### config.mk
export PLATFORM = sky130hd
export DESIGN_NAME = gregorian_date_difference
export DESIGN_NICKNAME = d
export VERILOG_FILES = /design/src/hw/rtl/gdd_pkg.sv /design/src/hw/rtl/gregorian_date_difference.sv /design/src/hw/rtl/gdd_date_pipe.sv
export SDC_FILE = /design/constraint.sdc
export NUM_CORES = 2
export LEC_CHECK = 0
export ABC_CLOCK_PERIOD_IN_PS = 18200
export BUFFER_PORTS_ARGS = -buffer_cell sky130_fd_sc_hd__buf_2
export CAP_MARGIN = 5
export CORE_ASPECT_RATIO = 0.9
export CORE_MARGIN = 2
export CORE_UTILIZATION = 55
export CTS_CLUSTER_DIAMETER = 30
export DETAILED_ROUTE_END_ITERATION = 6
export GPL_TIMING_DRIVEN = 0
export PLACE_DENSITY = 0.71
export SETUP_SLACK_MARGIN = 0.4
export SLEW_MARGIN = 30
export SYNTH_ARGS = -nofsm -noshare
export SYNTH_HDL_FRONTEND = slang
export SYNTH_SLANG_ARGS = --single-unit
### constraint.sdc
create_clock -name aclk -period 18.2 [get_ports aclk]
set_clock_uncertainty 0.1 [all_clocks]
set_input_delay 2.73 -clock aclk [delete_from_list [all_inputs] [get_ports aclk]]
set_output_delay 2.73 -clock aclk [all_outputs]
set_load 0.02 [all_outputs]
### src/hw/rtl/gdd_pkg.sv
// Shared types and constants for the Gregorian date difference block.
`default_nettype none

package gdd_pkg;

    localparam int unsigned YEAR_W     = 14;
    localparam int unsigned MONTH_W    = 4;
    localparam int unsigned DAY_W      = 5;
    localparam int unsigned DAYNUM_W   = 24;
    localparam int unsigned COUNT_W    = 22;
    localparam int unsigned OFFSET_W   = 10;
    localparam int unsigned QPROD_W    = 27;
    localparam int unsigned QUOT_W     = 8;
    localparam int unsigned RECIP_100  = 5243;
    localparam int unsigned RECIP_SHIFT = 19;
    localparam int unsigned IN_TDATA_W  = 48;
    localparam int unsigned OUT_TDATA_W = 24;

    typedef logic [YEAR_W-1:0]   year_t;
    typedef logic [MONTH_W-1:0]  month_t;
    typedef logic [DAY_W-1:0]    day_t;
    typedef logic [DAYNUM_W-1:0] daynum_t;

    typedef struct packed {
        year_t  year;
        month_t month;
        day_t   day;
    } date_t;

    localparam month_t MONTH_JAN = 4'd1;
    localparam month_t MONTH_DEC = 4'd12;

    localparam logic [8:0] DAYS_BEFORE_MONTH [12] = '{
        9'd0, 9'd31, 9'd59, 9'd90, 9'd120, 9'd151,
        9'd181, 9'd212, 9'd243, 9'd273, 9'd304, 9'd334
    };

endpackage

`default_nettype wire

### src/hw/rtl/gregorian_date_difference.sv
// Top level: inclusive day count between two Gregorian dates.
//
//  Channel | Ports                             | Item
//  --------+-----------------------------------+------------------------------
//  input   | s_tvalid, s_tready, s_tdata[47:0] | two dates (day, month, year)
//  result  | m_tvalid, m_tready, m_tdata[23:0] | inclusive day count
//
// One item is taken every cycle while the result is not stalled.
// Four stages per date (clamp, constant products, leap and partial sums,
// final sum) feed a shared stage for the difference.
// A stalled result freezes the whole pipeline; s_tready is low only then and in reset.
// Reset clears the valid bits; payload registers keep their contents.
`default_nettype none

module gregorian_date_difference #(
    parameter int unsigned YEAR_LIMIT = 9999
) (
    input  wire logic        aclk,
    input  wire logic        aresetn,
    input  wire logic        s_tvalid,
    output logic             s_tready,
    // first_day[4:0], first_month[8:5], first_year[22:9],
    // second_day[27:23], second_month[31:28], second_year[45:32], zero pad
    input  wire logic [gdd_pkg::IN_TDATA_W-1:0] s_tdata,
    output logic             m_tvalid,
    input  wire logic        m_tready,
    // inclusive_day_count[21:0], zero pad
    output logic [gdd_pkg::OUT_TDATA_W-1:0]     m_tdata
);

    logic             en;
    logic [3:0]       vld_reg;
    logic             out_vld_reg;
    logic [gdd_pkg::COUNT_W-1:0] count_reg, count_next;
    gdd_pkg::date_t   first_date;
    gdd_pkg::date_t   second_date;
    gdd_pkg::daynum_t first_num;
    gdd_pkg::daynum_t second_num;
    gdd_pkg::daynum_t diff;

    assign en       = !out_vld_reg || m_tready;
    assign s_tready = en && aresetn;

    assign first_date  = gdd_pkg::date_t'(s_tdata[22:0]);
    assign second_date = gdd_pkg::date_t'(s_tdata[45:23]);

    gdd_date_pipe #(.YEAR_LIMIT(YEAR_LIMIT)) u_first (
        .aclk       (aclk),
        .en         (en),
        .date_in    (first_date),
        .day_number (first_num)
    );

    gdd_date_pipe #(.YEAR_LIMIT(YEAR_LIMIT)) u_second (
        .aclk       (aclk),
        .en         (en),
        .date_in    (second_date),
        .day_number (second_num)
    );

    always_comb begin
        diff       = (first_num > second_num) ? first_num - second_num
                                              : second_num - first_num;
        count_next = gdd_pkg::COUNT_W'(diff + 24'd1);
    end

    always_ff @(posedge aclk) begin
        if (!aresetn) begin
            vld_reg     <= '0;
            out_vld_reg <= 1'b0;
        end else if (en) begin
            vld_reg     <= {vld_reg[2:0], s_tvalid};
            out_vld_reg <= vld_reg[3];
        end
    end

    always_ff @(posedge aclk) begin
        if (en) begin
            count_reg <= count_next;
        end
    end

    assign m_tvalid = out_vld_reg;
    assign m_tdata  = {2'b00, count_reg};

endmodule

`default_nettype wire

### src/hw/rtl/gdd_date_pipe.sv
// Four-stage pipeline that turns one date into its day number from 01/01/0001.
`default_nettype none

module gdd_date_pipe #(
    parameter int unsigned YEAR_LIMIT = 9999
) (
    input  wire logic             aclk,
    input  wire logic             en,
    input  wire gdd_pkg::date_t   date_in,
    output gdd_pkg::daynum_t      day_number
);

    localparam gdd_pkg::year_t LIMIT_Y =
        (YEAR_LIMIT > 16383) ? 14'(16383) : 14'(YEAR_LIMIT);

    // stage 1: clamp month and year fields
    gdd_pkg::day_t  s1_day_reg,   s1_day_next;
    logic [3:0]     s1_midx_reg,  s1_midx_next;
    gdd_pkg::year_t s1_year_reg,  s1_year_next;
    gdd_pkg::year_t s1_prior_reg, s1_prior_next;

    always_comb begin
        s1_day_next  = date_in.day;
        s1_year_next = (date_in.year > LIMIT_Y) ? LIMIT_Y : date_in.year;
        if (date_in.month <= gdd_pkg::MONTH_JAN) begin
            s1_midx_next = 4'd0;
        end else if (date_in.month > gdd_pkg::MONTH_DEC) begin
            s1_midx_next = gdd_pkg::MONTH_DEC - 4'd1;
        end else begin
            s1_midx_next = date_in.month - 4'd1;
        end
        s1_prior_next = (s1_year_next != '0) ? s1_year_next - 14'd1 : '0;
    end

    // stage 2: constant products
    gdd_pkg::day_t              s2_day_reg;
    logic [3:0]                 s2_midx_reg;
    gdd_pkg::year_t             s2_year_reg;
    gdd_pkg::year_t             s2_prior_reg;
    logic [22:0]                s2_p365_reg;
    logic [gdd_pkg::QPROD_W-1:0] s2_pq_reg;
    logic [gdd_pkg::QPROD_W-1:0] s2_yq_reg;

    // stage 3: leap flag and partial sums
    logic [gdd_pkg::QUOT_W-1:0]   q100;
    logic [gdd_pkg::QUOT_W-1:0]   yq100;
    logic [gdd_pkg::YEAR_W-1:0]   yq_times;
    logic                         rem0;
    logic                         leap;
    gdd_pkg::daynum_t             s3_partial_reg, s3_partial_next;
    logic [gdd_pkg::OFFSET_W-1:0] s3_offset_reg,  s3_offset_next;

    always_comb begin
        q100     = s2_pq_reg[gdd_pkg::QPROD_W-1:gdd_pkg::RECIP_SHIFT];
        yq100    = s2_yq_reg[gdd_pkg::QPROD_W-1:gdd_pkg::RECIP_SHIFT];
        yq_times = 14'(yq100) * 14'd100;
        rem0     = (s2_year_reg == yq_times);
        leap     = ((s2_year_reg[1:0] == 2'b00) && !rem0) || (rem0 && (yq100[1:0] == 2'b00));
        s3_partial_next = 24'(s2_p365_reg) + 24'(s2_prior_reg >> 2)
                        - 24'(q100) + 24'(q100 >> 2);
        s3_offset_next  = 10'(gdd_pkg::DAYS_BEFORE_MONTH[s2_midx_reg])
                        + 10'(leap && (s2_midx_reg >= 4'd2))
                        + 10'(s2_day_reg);
    end

    // stage 4: final sum
    gdd_pkg::daynum_t s4_total_reg;

    always_ff @(posedge aclk) begin
        if (en) begin
            s1_day_reg   <= s1_day_next;
            s1_midx_reg  <= s1_midx_next;
            s1_year_reg  <= s1_year_next;
            s1_prior_reg <= s1_prior_next;

            s2_day_reg   <= s1_day_reg;
            s2_midx_reg  <= s1_midx_reg;
            s2_year_reg  <= s1_year_reg;
            s2_prior_reg <= s1_prior_reg;
            s2_p365_reg  <= 23'(s1_prior_reg) * 23'd365;
            s2_pq_reg    <= 27'(s1_prior_reg) * 27'(gdd_pkg::RECIP_100);
            s2_yq_reg    <= 27'(s1_year_reg) * 27'(gdd_pkg::RECIP_100);

            s3_partial_reg <= s3_partial_next;
            s3_offset_reg  <= s3_offset_next;

            s4_total_reg <= s3_partial_reg + 24'(s3_offset_reg);
        end
    end

    assign day_number = s4_total_reg;

endmodule

`default_nettype wire

==> reports/summary.txt <==
Vias -> 24500
H-Tree Depth -> 3
Fill count -> 5509
RD Place Congestion -> 0.907
WS Path Type -> in -> out
EDFF count, synth -> 360
Pre-CTS setup slack -> 11.26 ns
Clock sinks -> 365
Setup WS post-layout -> 11.30 ns
Mapped cell area -> 38400 sq um
Die Wd -> 283 microns
Setup Viol. Count Final -> 0
Maxcap violations -> 0
Ranking of synthesized cells by area -> edfxtp_1 (28%), ha_1 (22%), fa_1 (20%)
Vert. Die Dim -> 255 microns
Final period utilization -> 0.379
DRC violation total after the first TritonRoute iteration -> 1267
Design Area, Final -> 42600 sq um
Layout cells sized above 1 -> 0.0657
Max Slew Vio Count -> 0
Clock network latency to the later pin of the worst-skew pair -> 0.61 ns
Yosys top cell area share -> 0.281
Initial Util -> 0.558
PostCTS Resize Cnt -> 0
Post-Syn Area per Cell -> 10.8 sq um
Largest net degree at the start of global routing -> 104
TritonCTS clock tree -> yes
FP Rows -> 91
Final nets -> 4821
Async S/R FF share, synth -> 0
Most frequent cell after synthesis -> inv_1
First drt pass iteration count -> 5
Cts hold-fix bufs -> 0
DIE AREA -> 72000 sq um
Yosys Warn Count -> 0
Sequential element share of the synthesized area -> 0.284
Syn Inst Count -> 3562
Root Buffer -> clkbuf_16
DP HPWL -> 59.3 mm
Cts bufs inserted -> 75
Initial antenna violation count -> 0
CP Data Arrival Time -> 4.07 ns
Worst Max-Slew Pin Slew -> 0.949 ns
Outcome -> complete, no violations
Core area -> 68900 sq um
Critical Path Start Type -> input port
Non-filler cells, final -> 4703
Total detailed-routing wirelength -> 73.1 mm
DP Cell Count -> 4570
P&R area growth vs syn -> 11.0%
Slew HR -> 0.351
Maximum fanout along the worst path -> 57
# port buffers -> 71
Worst Hold Class -> reg -> reg
Number of vias per cell -> 5.22
Clk pin slew, worst setup/hold paths -> 0.05 ns
FF/Latch Area -> 10900 sq um
Worst EP required -> 15.37 ns
Tmin final -> 6.90 ns
Post-synth cell types -> 80
Routed len/inst -> 15.5 microns
Most common flop cell mapped by yosys -> edfxtp_1
First-pass GRT wire length -> 125 mm
FF+latch count, synth -> 365
Placed instance area -> 40100 sq um
Clk buf depth -> 3
Routed Antenna Nets -> 0
Gr usage total -> 0.217
Crit. End Element -> output pin
Yosys top cell by area -> edfxtp_1
RSZ-0062 raised after global routing -> false
Max Freq -> 145 MHz
Final Hold Fails -> 0
Footprint of the multi-input gates -> 24300 sq um
# diodes -> 0
Synth cell count leaders -> inv_1 (827), ha_1 (674), fa_1 (378), edfxtp_1 (360), xnor2_1 (176)
Gr ovfl total -> 0
Post-CTS setup buffer count -> 0
Drt drc -> 0
Top Ports -> 78
Vias in the first global route -> 25200
Final setup TNS -> 0 ns
-- final timing paths --
path | startpoint | endpoint | slack (ns) | cells past startpoint
hold / removal | u_second.s1_midx_reg[2]$_SDFFCE_PP0N_ | u_second.s2_midx_reg[2]$_DFFE_PN_ | 0.32 | 0
hold reg to reg | u_second.s1_midx_reg[2]$_SDFFCE_PP0N_ | u_second.s2_midx_reg[2]$_DFFE_PN_ | 0.32 | 0
setup reg to reg | u_second.s1_prior_reg[10]$_SDFFCE_PN0N_ | u_second.s2_pq_reg[26]$_DFFE_PN_ | 12.14 | 18
setup / recovery | m_tready | s_tready | 11.30 | 5
-- placed cells by master, fill, tap and decap left out, drive strengths merged, types with 20 or more instances in the layout --
| cell | n |
|---|---|
| xor2 | 57 |
| a21boi | 23 |
| a21oi | 126 |
| nor2 | 142 |
| a21o | 86 |
| nor3 | 48 |
| edfxtp | 360 |
| ha | 674 |
| xnor2 | 176 |
| o21a | 25 |
| buf | 91 |
| nor2b | 40 |
| clkbuf | 98 |
| nand2b | 39 |
| nand3 | 42 |
| fa | 378 |
| or3 | 20 |
| clkinv | 24 |
| inv | 837 |
| o21ai | 102 |
| and3 | 24 |
| nand2 | 101 |
-- worst max-delay path: stages --
cell and delay (ns):
buf_2 0.09, nor2b_1 0.52, inv_8 0.29, and2_1 0.27
buf_2 0.15
-- cell type report --
cell class | count | share of cell area
clock buffer | 81 | 0.0450
clock inverter | 52 | 0.0149
multi-input combinational | 2340 | 0.569
timing repair buffer | 75 | 0.0109
inverter | 827 | 0.0730
tap | 930 | 0.0273
buffer | 33 | 0.00387
sequential | 365 | 0.256
-- metal layers --
layer | routed length (microns) | vias up | GRT usage
met5 | 0 | - | 0
met4 | 1690 | 0 | 0.0597
met3 | 4030 | 117 | 0.0389
met2 | 32900 | 503 | 0.343
met1 | 34400 | 11800 | 0.307
li1 | - | 12200 | -
-- stage by stage --
step | utilization | hold WS (ns)
final | 0.619 | 0.317
after global routing | 0.619 | 0.322
after CTS | 0.619 | 0.317
after detailed placement | 0.582 | 0.305
after global placement | 0.580 | 0.302
after floorplan | - | 0.300
-- cell families (layout without fill, tap and decap cells) --
logic type	Yosys count	in the layout	synth area share
AO/OA/AOI/OAI	480	480	0.0810
XOR/XNOR	233	233	0.0531
adder cells (fa/ha/maj)	1052	1052	0.416
buffers and inverters	860	1068	0.0851
flip-flops	365	365	0.284
multiplexers	25	25	0.00674
other	1	4	0.0000976
AND/OR/NAND/NOR	546	546	0.0738
Power is left out: the tool's default activity adds up to more than one toggle a clock period on the data nets, which glitch-free logic cannot reach.
